===== config.mk =====
export PLATFORM = sky130hd
export DESIGN_NAME = quadrature_counter_stall_ring_flat
export DESIGN_NICKNAME = d
export VERILOG_FILES = /design/src/rtl/qcsr_pkg.sv /design/src/rtl/qcsr_in_if.sv /design/src/rtl/qcsr_out_if.sv /design/src/rtl/qcsr_cfg_if.sv /design/src/rtl/quadrature_counter_stall_ring.sv /design/src/flat_wrapper.sv
export VERILOG_INCLUDE_DIRS = /design/src /design/src/rtl
export SDC_FILE = /design/constraint.sdc
export NUM_CORES = 1
export LEC_CHECK = 0
export BUFFER_PORTS_ARGS = -buffer_cell sky130_fd_sc_hd__buf_2
export CAP_MARGIN = 20
export CORE_MARGIN = 3
export CORE_UTILIZATION = 55
export DETAILED_ROUTE_END_ITERATION = 12
export GPL_TIMING_DRIVEN = 0
export PLACE_DENSITY = 0.73
export SLEW_MARGIN = 20
export SYNTH_ARGS = -nofsm -noshare
export SYNTH_HDL_FRONTEND = slang
export SYNTH_SLANG_ARGS = --single-unit

===== constraint.sdc =====
create_clock -name clk_i -period 10.12 [get_ports clk_i]
set_input_delay 1.012 -clock clk_i [delete_from_list [all_inputs] [get_ports clk_i]]
set_output_delay 1.012 -clock clk_i [all_outputs]
set_load 0.02 [all_outputs]

===== src/rtl/assert_macros.svh =====
// ----------------------------------------------------------------------------
// Assertion macros
// Concurrent assertion wrappers; they expand to nothing in synthesis.
// ----------------------------------------------------------------------------
`ifndef ASSERT_MACROS_SVH
`define ASSERT_MACROS_SVH
`ifndef SYNTHESIS
// Checked only while out of reset
`define QC_ASSERT(label, clk, rst_n, prop) \
  label: assert property (@(posedge clk) disable iff (!rst_n) prop) \
    else $error("qcsr assertion failed");
// Checked at every edge, reset included
`define QC_ASSERT_ALWAYS(label, clk, prop) \
  label: assert property (@(posedge clk) prop) \
    else $error("qcsr assertion failed");
`else
`define QC_ASSERT(label, clk, rst_n, prop)
`define QC_ASSERT_ALWAYS(label, clk, prop)
`endif
`endif


===== src/rtl/qcsr_pkg.sv =====
// ----------------------------------------------------------------------------
// qcsr_pkg
// Shared constants, codes and types of the quadrature counter block.
// ----------------------------------------------------------------------------
package qcsr_pkg;

  localparam int unsigned POS_WIDTH      = 16;
  localparam int unsigned COUNTS_PER_LED = 25;
  localparam int unsigned THR_WIDTH      = 16;
  localparam int unsigned STALL_WIDTH    = 8;
  localparam int unsigned RING_WIDTH     = 4;
  localparam int unsigned LED_WIDTH      = 8;
  localparam int unsigned FUNC_WIDTH     = 2;
  localparam int unsigned CFG_IDX_WIDTH  = 2;
  localparam int unsigned CFG_DATA_WIDTH = 16;

  localparam logic [THR_WIDTH-1:0]   REACH_THRESHOLD_RST = THR_WIDTH'(300);
  localparam logic [STALL_WIDTH-1:0] STALL_TICKS_RST     = STALL_WIDTH'(40);

  typedef enum logic [FUNC_WIDTH-1:0] {
    FUNC_EDGE_A = 2'd0,
    FUNC_EDGE_B = 2'd1,
    FUNC_TICK   = 2'd2
  } func_e;

  typedef enum logic [CFG_IDX_WIDTH-1:0] {
    CFG_REACH_THRESHOLD = 2'd0,
    CFG_STALL_TICKS     = 2'd1,
    CFG_RING_DIRECTION  = 2'd2
  } cfg_idx_e;

  // Trailing zero count of a positive constant
  function automatic int unsigned tz_count(int unsigned d);
    int unsigned n;
    int unsigned v;
    n = 0;
    v = d;
    for (int i = 0; i < 32; i++) begin
      if (v != 0 && v[0] == 1'b0) begin
        v = v >> 1;
        n = n + 1;
      end
    end
    return n;
  endfunction

  // Multiplicative inverse of an odd constant modulo 2^32 (Newton steps)
  function automatic int unsigned odd_inverse(int unsigned o);
    int unsigned x;
    x = o;
    for (int i = 0; i < 5; i++) begin
      x = x * (32'd2 - o * x);
    end
    return x;
  endfunction

  // Divisibility by COUNTS_PER_LED: low zero bits plus odd-part inverse test
  localparam int unsigned CPL_SHIFT = tz_count(COUNTS_PER_LED);
  localparam int unsigned CPL_ODD   = COUNTS_PER_LED >> CPL_SHIFT;
  localparam logic [POS_WIDTH-1:0] CPL_INV   = POS_WIDTH'(odd_inverse(CPL_ODD));
  localparam logic [POS_WIDTH-1:0] CPL_LIMIT =
    POS_WIDTH'(((64'd1 << POS_WIDTH) - 64'd1) / CPL_ODD);
  localparam logic [POS_WIDTH-1:0] CPL_LOW_MASK =
    POS_WIDTH'((64'd1 << CPL_SHIFT) - 64'd1);

  typedef struct packed {
    logic signed [POS_WIDTH-1:0] position;
    logic                        reached;
    logic                        stopped;
    logic [LED_WIDTH-1:0]        led_onehot;
    logic                        bank_first;
    logic                        bank_second;
  } res_t;

endpackage


===== src/rtl/qcsr_in_if.sv =====
// ----------------------------------------------------------------------------
// qcsr_in_if
// Event request channel: edge or tick with channel levels and confirm.
// ----------------------------------------------------------------------------
interface qcsr_in_if;
  logic                                valid;
  logic                                ready;
  logic [qcsr_pkg::FUNC_WIDTH-1:0]     func;
  logic                                level_a;
  logic                                level_b;
  logic                                confirm;

  modport source (output valid, func, level_a, level_b, confirm, input ready);
  modport sink   (input valid, func, level_a, level_b, confirm, output ready);
endinterface


===== src/rtl/qcsr_out_if.sv =====
// ----------------------------------------------------------------------------
// qcsr_out_if
// Result request channel: position, flags and LED ring drive.
// ----------------------------------------------------------------------------
interface qcsr_out_if;
  logic                                 valid;
  logic                                 ready;
  logic signed [qcsr_pkg::POS_WIDTH-1:0] position;
  logic                                 reached;
  logic                                 stopped;
  logic [qcsr_pkg::LED_WIDTH-1:0]       led_onehot;
  logic                                 bank_first;
  logic                                 bank_second;

  modport source (output valid, position, reached, stopped, led_onehot, bank_first,
                  bank_second, input ready);
  modport sink   (input valid, position, reached, stopped, led_onehot, bank_first,
                  bank_second, output ready);
endinterface


===== src/rtl/qcsr_cfg_if.sv =====
// ----------------------------------------------------------------------------
// qcsr_cfg_if
// Configuration write channel: register index and write data.
// ----------------------------------------------------------------------------
interface qcsr_cfg_if;
  logic                                  valid;
  logic                                  ready;
  logic [qcsr_pkg::CFG_IDX_WIDTH-1:0]    index;
  logic [qcsr_pkg::CFG_DATA_WIDTH-1:0]   wdata;

  modport source (output valid, index, wdata, input ready);
  modport sink   (input valid, index, wdata, output ready);
endinterface


===== src/rtl/quadrature_counter_stall_ring.sv =====
// Results are registered into the result register, or into the skid while that is held.
// Throughput: one event request per cycle while the skid is empty; one logic pass from
// state into result register. A two-entry output buffer (result register plus skid)
//   keeps input taking one more request during output stall; ready drops only when both hold.
// Reset (rst_ni low, asynchronous): position, snapshot, counters, flags and
//   ring go to zero, registers to their defaults; no results pending.
// ----------------------------------------------------------------------------
// quadrature_counter_stall_ring
// x4 quadrature position counter with stall detect, reach flag and LED ring.
// ----------------------------------------------------------------------------
`include "assert_macros.svh"

module quadrature_counter_stall_ring (
  input  logic         clk_i,
  input  logic         rst_ni,
  qcsr_in_if.sink      in_i,
  qcsr_cfg_if.sink     cfg_i,
  qcsr_out_if.source   out_o
);

  localparam int unsigned PW = qcsr_pkg::POS_WIDTH;

  // Configuration registers
  logic [qcsr_pkg::THR_WIDTH-1:0]   reach_threshold_q;
  logic [qcsr_pkg::STALL_WIDTH-1:0] stall_ticks_q;
  logic                             ring_direction_q;

  // Counter state
  logic [PW-1:0]                    pos_q, pos_d;
  logic [PW-1:0]                    snap_q, snap_d;
  logic [qcsr_pkg::STALL_WIDTH-1:0] idle_q, idle_d;
  logic [PW-1:0]                    last_step_q, last_step_d;
  logic                             stop_q, stop_d;
  logic                             reach_q, reach_d;
  logic [qcsr_pkg::RING_WIDTH-1:0]  ring_q, ring_d;

  // Output buffer
  qcsr_pkg::res_t out_q, skid_q, res_d;
  logic           out_valid_q, skid_valid_q;

  logic acc, pop, cfg_acc;

  // Tick datapath helpers
  logic [PW-1:0]                    mag;
  logic [PW-1:0]                    mag_odd;
  logic [PW-1:0]                    inv_prod;
  logic                             div_hit;
  logic [qcsr_pkg::STALL_WIDTH-1:0] idle_inc;
  qcsr_pkg::func_e                  func;

  assign in_i.ready  = !skid_valid_q;
  assign cfg_i.ready = 1'b1;
  assign acc     = in_i.valid && in_i.ready;
  assign pop     = out_valid_q && out_o.ready;
  assign cfg_acc = cfg_i.valid && cfg_i.ready;
  assign func    = qcsr_pkg::func_e'(in_i.func);

  // Magnitude; the most negative value maps to 2^(PW-1) as unsigned
  assign mag      = pos_q[PW-1] ? (~pos_q + PW'(1)) : pos_q;
  assign mag_odd  = mag >> qcsr_pkg::CPL_SHIFT;
  // Exact multiple test: odd part times its inverse lands in the low range
  assign inv_prod = mag_odd * qcsr_pkg::CPL_INV;
  assign div_hit  = ((mag & qcsr_pkg::CPL_LOW_MASK) == '0) &&
                    (inv_prod <= qcsr_pkg::CPL_LIMIT);
  assign idle_inc = (pos_q == snap_q) ? idle_q + qcsr_pkg::STALL_WIDTH'(1) : '0;

  always_comb begin
    pos_d       = pos_q;
    snap_d      = snap_q;
    idle_d      = idle_q;
    last_step_d = last_step_q;
    stop_d      = stop_q;
    reach_d     = reach_q;
    ring_d      = ring_q;
    case (func)
      qcsr_pkg::FUNC_EDGE_A: begin
        // A edge: down when levels match
        pos_d  = (in_i.level_a == in_i.level_b) ? pos_q - PW'(1) : pos_q + PW'(1);
        stop_d = 1'b0;
      end
      qcsr_pkg::FUNC_EDGE_B: begin
        pos_d  = (in_i.level_a == in_i.level_b) ? pos_q + PW'(1) : pos_q - PW'(1);
        stop_d = 1'b0;
      end
      qcsr_pkg::FUNC_TICK: begin
        // Stall check runs on the updated idle count
        idle_d = idle_inc;
        if (idle_inc == stall_ticks_q) begin
          idle_d = '0;
          stop_d = 1'b1;
        end
        snap_d = pos_q;
        if (32'(reach_threshold_q) <= 32'(mag)) begin
          reach_d = 1'b1;
        end
        if (in_i.confirm) begin
          pos_d   = '0;
          reach_d = 1'b0;
        end
        // Ring: position after confirm is pos_q, or zero on confirm
        if (in_i.confirm || pos_q == '0) begin
          ring_d = '0;
        end else if (div_hit && last_step_q != pos_q) begin
          ring_d      = ring_direction_q ? ring_q - qcsr_pkg::RING_WIDTH'(1)
                                         : ring_q + qcsr_pkg::RING_WIDTH'(1);
          last_step_d = pos_q;
        end
      end
      default: begin
        // unused code: state holds, current state is reported
      end
    endcase

    res_d.position    = $signed(pos_d);
    res_d.reached     = reach_d;
    res_d.stopped     = stop_d;
    res_d.led_onehot  = qcsr_pkg::LED_WIDTH'(1) << ring_d[2:0];
    res_d.bank_first  = !ring_d[qcsr_pkg::RING_WIDTH-1];
    res_d.bank_second = ring_d[qcsr_pkg::RING_WIDTH-1];
  end

  // Configuration writes; an index past the list is dropped
  always_ff @(posedge clk_i or negedge rst_ni) begin
    if (!rst_ni) begin
      reach_threshold_q <= qcsr_pkg::REACH_THRESHOLD_RST;
      stall_ticks_q     <= qcsr_pkg::STALL_TICKS_RST;
      ring_direction_q  <= 1'b0;
    end else if (cfg_acc) begin
      case (qcsr_pkg::cfg_idx_e'(cfg_i.index))
        qcsr_pkg::CFG_REACH_THRESHOLD: begin
          reach_threshold_q <= cfg_i.wdata[qcsr_pkg::THR_WIDTH-1:0];
        end
        qcsr_pkg::CFG_STALL_TICKS: begin
          stall_ticks_q <= cfg_i.wdata[qcsr_pkg::STALL_WIDTH-1:0];
        end
        qcsr_pkg::CFG_RING_DIRECTION: begin
          ring_direction_q <= cfg_i.wdata[0];
        end
        default: begin
        end
      endcase
    end
  end

  // Counter state advances on each accepted request
  always_ff @(posedge clk_i or negedge rst_ni) begin
    if (!rst_ni) begin
      pos_q       <= '0;
      snap_q      <= '0;
      idle_q      <= '0;
      last_step_q <= '0;
      stop_q      <= 1'b0;
      reach_q     <= 1'b0;
      ring_q      <= '0;
    end else if (acc) begin
      pos_q       <= pos_d;
      snap_q      <= snap_d;
      idle_q      <= idle_d;
      last_step_q <= last_step_d;
      stop_q      <= stop_d;
      reach_q     <= reach_d;
      ring_q      <= ring_d;
    end
  end

  // Output buffer control
  always_ff @(posedge clk_i or negedge rst_ni) begin
    if (!rst_ni) begin
      out_valid_q  <= 1'b0;
      skid_valid_q <= 1'b0;
    end else if (pop) begin
      if (skid_valid_q) begin
        skid_valid_q <= 1'b0;
      end else if (!acc) begin
        out_valid_q <= 1'b0;
      end
    end else if (acc) begin
      if (!out_valid_q) begin
        out_valid_q <= 1'b1;
      end else begin
        skid_valid_q <= 1'b1;
      end
    end
  end

  // Output buffer payload
  always_ff @(posedge clk_i) begin
    if (pop) begin
      if (skid_valid_q) begin
        out_q <= skid_q;
      end else if (acc) begin
        out_q <= res_d;
      end
    end else if (acc) begin
      if (!out_valid_q) begin
        out_q <= res_d;
      end else begin
        skid_q <= res_d;
      end
    end
  end

  assign out_o.valid       = out_valid_q;
  assign out_o.position    = out_q.position;
  assign out_o.reached     = out_q.reached;
  assign out_o.stopped     = out_q.stopped;
  assign out_o.led_onehot  = out_q.led_onehot;
  assign out_o.bank_first  = out_q.bank_first;
  assign out_o.bank_second = out_q.bank_second;

  // A skid entry never exists without a result in front of it
  `QC_ASSERT_ALWAYS(a_skid_behind_out, clk_i, skid_valid_q |-> out_valid_q)
  // Position moves only on an accepted request
  `QC_ASSERT(a_pos_on_accept, clk_i, rst_ni, !acc |=> $stable(pos_q))
  // Stopped flag rises only on a tick
  `QC_ASSERT(a_stop_on_tick, clk_i, rst_ni,
    $rose(stop_q) |-> $past(acc && in_i.func == qcsr_pkg::FUNC_TICK))

endmodule

===== src/flat_wrapper.sv =====
// flat-port wrapper written by rule: the top's interface ports become plain ports
module quadrature_counter_stall_ring_flat 
  (clk_i, rst_ni, in_i_valid, in_i_func, in_i_level_a, in_i_level_b, in_i_confirm, in_i_ready, cfg_i_valid, cfg_i_index, cfg_i_wdata, cfg_i_ready, out_o_valid, out_o_position, out_o_reached, out_o_stopped, out_o_led_onehot, out_o_bank_first, out_o_bank_second, out_o_ready);
  qcsr_in_if in_i_i ();
  qcsr_cfg_if cfg_i_i ();
  qcsr_out_if out_o_i ();
  input  logic clk_i;
  input  logic rst_ni;
  input wire logic [$bits(in_i_i.valid)-1:0] in_i_valid;
  input wire logic [$bits(in_i_i.func)-1:0] in_i_func;
  input wire logic [$bits(in_i_i.level_a)-1:0] in_i_level_a;
  input wire logic [$bits(in_i_i.level_b)-1:0] in_i_level_b;
  input wire logic [$bits(in_i_i.confirm)-1:0] in_i_confirm;
  output wire logic [$bits(in_i_i.ready)-1:0] in_i_ready;
  input wire logic [$bits(cfg_i_i.valid)-1:0] cfg_i_valid;
  input wire logic [$bits(cfg_i_i.index)-1:0] cfg_i_index;
  input wire logic [$bits(cfg_i_i.wdata)-1:0] cfg_i_wdata;
  output wire logic [$bits(cfg_i_i.ready)-1:0] cfg_i_ready;
  output wire logic [$bits(out_o_i.valid)-1:0] out_o_valid;
  output wire logic [$bits(out_o_i.position)-1:0] out_o_position;
  output wire logic [$bits(out_o_i.reached)-1:0] out_o_reached;
  output wire logic [$bits(out_o_i.stopped)-1:0] out_o_stopped;
  output wire logic [$bits(out_o_i.led_onehot)-1:0] out_o_led_onehot;
  output wire logic [$bits(out_o_i.bank_first)-1:0] out_o_bank_first;
  output wire logic [$bits(out_o_i.bank_second)-1:0] out_o_bank_second;
  input wire logic [$bits(out_o_i.ready)-1:0] out_o_ready;
  assign in_i_i.valid = in_i_valid;
  assign in_i_i.func = in_i_func;
  assign in_i_i.level_a = in_i_level_a;
  assign in_i_i.level_b = in_i_level_b;
  assign in_i_i.confirm = in_i_confirm;
  assign in_i_ready = in_i_i.ready;
  assign cfg_i_i.valid = cfg_i_valid;
  assign cfg_i_i.index = cfg_i_index;
  assign cfg_i_i.wdata = cfg_i_wdata;
  assign cfg_i_ready = cfg_i_i.ready;
  assign out_o_valid = out_o_i.valid;
  assign out_o_position = out_o_i.position;
  assign out_o_reached = out_o_i.reached;
  assign out_o_stopped = out_o_i.stopped;
  assign out_o_led_onehot = out_o_i.led_onehot;
  assign out_o_bank_first = out_o_i.bank_first;
  assign out_o_bank_second = out_o_i.bank_second;
  assign out_o_i.ready = out_o_ready;
  quadrature_counter_stall_ring u_core (.clk_i(clk_i), .rst_ni(rst_ni), .in_i(in_i_i), .cfg_i(cfg_i_i), .out_o(out_o_i));
endmodule

# After elaboration in Yosys (flattened, before gate mapping)
# Cells that the tools add are included.
totals:
  regBits: 145
  latch_bits: 0
  ramBits: 0
  romBits: 0
  output_inout_bits: 31
  elab_cells: 98
  mem_count: 0
op_classes:
  add_sub_neg: 6
  n_mul: 1
  div_mod_pow: 0
  magnitude_cmp: 2
  n_eq_ne: 11
  shifts: 1
  muxes: 28
  bitwise: 3
  n_reduce_logical: 22
ops:
  columns: ["cell", "count"]
  rows:
  - ["28-bit two-way mux", 5]
  - ["16-bit two-way mux", 4]
  - ["16-bit case mux with 3 select lines", 1]
  - ["16-bit by 1-bit adder with 16-bit output, second input constant", 2]
  - ["16-bit equality test", 1]
  - ["16-bit by 12-bit <= comparator with 1-bit output, second input constant", 1]
  - ["16-bit <= comparator", 1]
  - ["16-bit logical NOT", 1]
  - ["16-bit by 15-bit multiplier with 16-bit output, second input constant", 1]
  - ["4-bit two-way mux", 4]
  - ["8-bit two-way mux", 2]
  - ["16-bit inequality test", 1]
  - ["16-bit inverter", 1]
  - ["16-bit by 1-bit subtractor with 16-bit output, second input constant", 1]
  - ["1-bit two-way mux", 11]
  - ["2-bit AND reduction", 5]
  - ["3-bit AND reduction", 3]
  - ["8-bit by 1-bit adder with 8-bit output, second input constant", 1]
  - ["8-bit equality test", 1]
  - ["1-bit by 3-bit << shifter with 8-bit output, first input constant", 1]
  - ["2-bit inequality test, second input constant", 3]
  - ["2-bit nonzero test", 3]
  - ["4-bit by 1-bit adder with 4-bit output, second input constant", 1]
  - ["2-bit by 1-bit equality test with 1-bit output, second input constant", 2]
  - ["other kinds (11)", 17]

# Logic depth before layout (Yosys ltp)
logic_depth:
  depth_word: 13
  mapped_depth: 28
  depth_no_buf: 26

# Least setup slack after synthesis
# OpenSTA, ideal clock, no wires.
synth_path:
  path_kind: "register -> register"
  start: "register u_core.pos_q[0]"
  end: "register u_core.out_q (netlist bit u_core.out_o.led_onehot[0]) (data pin)"
  setup_ns: 0.256
  t_arrival_ns: 6.804
  t_required_ns: 9.864
  slack_ns: 3.060
  stages_incl_launch_ff: 24
  path_cell_list: "dfrtp_1 clkbuf_1 inv_1 ha_1 clkbuf_1 nand2b_1 xnor2_1 ha_1 ha_1 inv_1 fa_1 fa_1 inv_1 fa_1 ha_1 ha_1 or4b_2 a311o_1 a211oi_1 o21ai_2 or3_4 and3_4 buf_6 a31o_2"
synth_between:
  elab_chain_len: 13
  word_cells_on_any_way: 18
  cone_classes: "1 x add/sub; 1 x mul; 1 x order compare; 1 x eq/ne; 1 x shift; 9 x mux; 1 x bitwise; 3 x reduce/logical"
synth_rtl:
  columns: ["item", "line", "source"]
  rows:
  - ["start, declared", "quadrature_counter_stall_ring.sv:29", "logic [PW-1:0] pos_q, pos_d;"]
  - ["start signal, assigned", "quadrature_counter_stall_ring.sv:156", "pos_q <= pos_d;"]
  - ["16-bit inverter", "quadrature_counter_stall_ring.sv:59", "assign mag = pos_q[PW-1] ? (~pos_q + PW'(1)) : pos_q;"]
  - ["16-bit by 1-bit adder with 16-bit output", "quadrature_counter_stall_ring.sv:59", null]
  - ["16-bit two-way mux", "quadrature_counter_stall_ring.sv:59", null]
  - ["16-bit by 15-bit multiplier with 16-bit output", "quadrature_counter_stall_ring.sv:62", "assign inv_prod = mag_odd * qcsr_pkg::CPL_INV;"]
  - ["16-bit by 12-bit <= comparator with 1-bit output", "quadrature_counter_stall_ring.sv:64", "(inv_prod <= qcsr_pkg::CPL_LIMIT);"]
  - ["1-bit logical AND", "quadrature_counter_stall_ring.sv:103", "end else if (div_hit && last_step_q != pos_q) begin"]
  - ["4-bit two-way mux", "quadrature_counter_stall_ring.sv:103", null]
  - ["4-bit two-way mux (*)", "quadrature_counter_stall_ring.sv:101", "if (in_i.confirm || pos_q == '0) begin"]
  - ["4-bit two-way mux (*)", "quadrature_counter_stall_ring.sv:75", "case (func)"]
  - ["1-bit by 3-bit << shifter with 8-bit output (*)", "quadrature_counter_stall_ring.sv:117", "res_d.led_onehot = qcsr_pkg::LED_WIDTH'(1) << ring_d[2:0];"]
  - ["28-bit two-way mux, on equally long branches", "quadrature_counter_stall_ring.sv:195, quadrature_counter_stall_ring.sv:191", null]
  - ["28-bit two-way mux, on equally long branches", "quadrature_counter_stall_ring.sv:194, quadrature_counter_stall_ring.sv:189", null]
  - ["28-bit two-way mux (*)", "quadrature_counter_stall_ring.sv:188", "if (pop) begin"]
  - ["end signal, assigned", "quadrature_counter_stall_ring.sv:190", "out_q <= skid_q;"]
  - ["end signal, assigned", "quadrature_counter_stall_ring.sv:192", "out_q <= res_d;"]
  - ["end signal, assigned", "quadrature_counter_stall_ring.sv:196", "out_q <= res_d;"]
  - ["end, declared", "quadrature_counter_stall_ring.sv:38", "qcsr_pkg::res_t out_q, skid_q, res_d;"]
# Every way passes the cells marked *; elsewhere a longest branch is shown, timed or not. The select of a mux whose other input is x is not followed.
# A chain may end at the register's enable or synchronous reset.

# Worst setup path after layout
# Ends and elaborated chain as after synthesis.

==> flow_summary.ini <==
[placed_design]
numPortBuffers = 57
gp_congestion = 0.962
dp_hpwl_um = 16300

[cts]
tritoncts = done
ctsResizeCount = 0
cts_buffers = 17
cts_buffer_depth = 2
htree_levels = 4
cts_hold_buf = 0
clk-insertion-delay-late_ns = 0.43
cts_setup_buffers = 0
cts_num_sinks = 145
clockRootBuffer = clkbuf_16
clk_pin_slew_ns = 0.06

[detailed_routing]
wire_per_inst_um = 17.4
route.vias.total = 7231
routed_wl_um = 22000
final_antenna_net_count = 0
routed_via_density = 5.70
drt_iter0_markers = 655
drc = 0
dr.pass1.iters = 7

[timing]
tightest_slew_ns = 1.03
relSlewSlack = 0.305
fmax_mhz = 118
hold_viol_final = 0
rsz0062_at_grt = no
finalClockSkew_ns = 0.00746
finalCritPeriodShare = 0.837
setup_tns_ns = 0
period_needed_ns = 8.47
setup_viol = 0
drv_slew = 0

[synthesis]
postSynthAreaPerCell_um2 = 9.86
synth_edf_count = 56
synthFlopType = dfrtp_1
yosys-top-cells-count = nand2_1 (121), inv_1 (88), dfrtp_1 (83)
syn_nets = 1083
yosysTopAreaCellShare = 0.220
yosysSeqAreaShare = 0.415
yosysWarnings = 0
ys_ff_latch = 145
yosysMostFrequentCell = nand2_1
async_flop_share = 0.614
ys_types = 75
syn_inst = 957
yosysTopAreaCell = dfrtp_1
yosys-top-cells-area = dfrtp_1 (22%), edfxtp_1 (18%), ha_1 (10%)
netlist_area_mm2 = 0.00944

[worst_setup_path]
slowest_delay_ns = 0.77
reg2reg_slack_ns = 1.65
cp.required_ns = 10.31
cp-end-kind = flop
path_class = reg2reg
arrival_ns = 8.66
cp_num_buf_inv = 7
crit_path_start = u_core.pos_q[0]
cpMostUsedCell = ha_1
crit_slowest_cell = xnor2_1
crit_family = adder cells
path_max_fanout = 10
rr_startpoint = u_core.pos_q[0]
crit_path_start_kind = flop

[global_route]
grt_max_degree = 66
grt_pass1_wl_um = 35400
grt_pass1_vias = 6924
antenna_found_initial = 0
grt_overflow = 0
grt_usage = 0.244

[floorplan]
die_h_um = 137
initial_core_util = 0.565
coreArea_mm2 = 0.0167
io_pins = 59
die-area_mm2 = 0.0188
rows = 47
die_w_um = 137

[finish]
drive_above_1_share = 0.152
syn2layout_area_growth_pct = 13.0
post-route-util = 0.638
n_fill_cell = 1425
antenna_cells = 0
fin_nets = 1161

[worst_hold_path]
hold_path.class = in2async

[run]
cap_violations = 0

[run_status]
status = finished clean
==> stage by stage <==
step	cell area, um2	hold WS [ns]	worst slack, ns	cells
2_1_floorplan	9440	0.447	3.06	957
3_3_place_gp	10000	0.464	1.99	1234
3_5_place_dp	10100	0.472	1.84	1236
4_1_cts	10700	0.434	1.79	1268
5_1_grt	10700	0.435	1.38	1268
6_report	10700	0.438	1.65	1268
==> final timing paths <==
path | endpoint | cells after the start
min in group clk_i | u_core.stop_q | 2
hold / removal | u_core.idle_q[6] | 1
hold reg to reg | u_core.stop_q | 2
max in group asynchronous | u_core.reach_threshold_q[5] | 2
setup / recovery | u_core.out_o.led_onehot[0] | 26
setup reg to reg | u_core.out_o.led_onehot[0] | 26
==> per-layer routing <==
| layer | GRT usage | up-vias | routed length, um |
|---|---|---|---|
| met1 | 0.317 | 3494 | 9340 |
| met3 | 0.0533 | 34 | 1380 |
| met4 | 0.0793 | 0 | 423 |
| met2 | 0.408 | 224 | 10900 |
| met5 | 0 | - | 0 |
| li1 | - | 3479 | - |
==> registers in the layout, indices dropped and copies added (netlist names) <==
signal / flops
u_core.out_o.position: 16
u_core.out_o.stopped: 1
u_core.out_o.bank_second: 1
u_core.pos_q: 16
u_core.ring_direction_q: 1
u_core.out_o.reached: 1
u_core.idle_q: 8
u_core.reach_threshold_q: 16
u_core.stall_ticks_q: 8
u_core.last_step_q: 16
u_core.skid_q: 28
u_core.ring_q: 4
u_core.reach_q: 1
u_core.skid_valid_q: 1
u_core.out_o.led_onehot: 8
u_core.stop_q: 1
u_core.out_o.bank_first: 1
u_core.out_o.valid: 1
u_core.snap_q: 16
==> logic make-up (layout without fill, tap and decap cells) <==
| kind of cell | after synthesis | in the layout | synth area share |
|---|---|---|---|
| AO/OA/AOI/OAI | 187 | 187 | 0.126 |
| other | 1 | 1 | 0.000397 |
| AND/OR/NAND/NOR | 280 | 280 | 0.139 |
| XOR/XNOR | 75 | 75 | 0.0749 |
| adder cells (fa/ha/maj) | 98 | 98 | 0.145 |
| buffers and inverters | 133 | 224 | 0.0550 |
| flip-flops | 145 | 145 | 0.415 |
| multiplexers | 38 | 38 | 0.0452 |
==> cell type report <==
type | count | area, um2 | area share
multi-input combinational | 679 | 5020 | 0.471
sequential | 145 | 3920 | 0.367
clock buffer | 18 | 429 | 0.0403
timing repair buffer | 59 | 347 | 0.0325
inverter | 88 | 330 | 0.0310
tap | 220 | 275 | 0.0258
buffer | 45 | 189 | 0.0177
clock inverter | 14 | 154 | 0.0144
==> worst register-to-register path, cell delays in order (launching register included) <==
cell	delay, ns
dfrtp_1	0.54
clkbuf_1	0.33
inv_1	0.26
ha_1	0.20
clkbuf_1	0.40
a21oi_1	0.15
xnor2_1	0.77
inv_1	0.11
ha_1	0.31
inv_1	0.05
fa_1	0.50
inv_1	0.05
ha_1	0.30
ha_1	0.33
fa_1	0.50
ha_1	0.31
ha_1	0.35
o21ai_0	0.23
a21oi_1	0.12
or4b_2	0.62
a311o_1	0.28
a211oi_1	0.35
o21ai_2	0.21
or3_4	0.43
and3_4	0.19
buf_6	0.13
a31o_2	0.20
==> cell usage in the layout, fill, tap and decap left out, types with 7 or more instances in the layout <==
master | netlist | final
a21oi_1 | 38 | 37
nand2b_1 | 8 | 8
nand3_1 | 14 | 14
buf_2 | 1 | 57
nor3_1 | 11 | 11
xor2_1 | 13 | 13
clkbuf_16 | 0 | 17
fa_1 | 19 | 19
edfxtp_1 | 56 | 56
xnor2_1 | 58 | 58
o31ai_1 | 9 | 9
ha_1 | 79 | 79
a22oi_1 | 14 | 14
inv_1 | 88 | 88
nand4_1 | 12 | 12
nor2_1 | 64 | 64
nor2b_1 | 9 | 9
nand2_1 | 121 | 121
clkbuf_1 | 38 | 39
mux2_2 | 37 | 37
nor4_1 | 7 | 7
dfrtp_1 | 83 | 83
o21ai_0 | 72 | 72
Power is left out: the tool's default activity adds up to more than one toggle a clock period on the data nets, which glitch-free logic cannot reach.
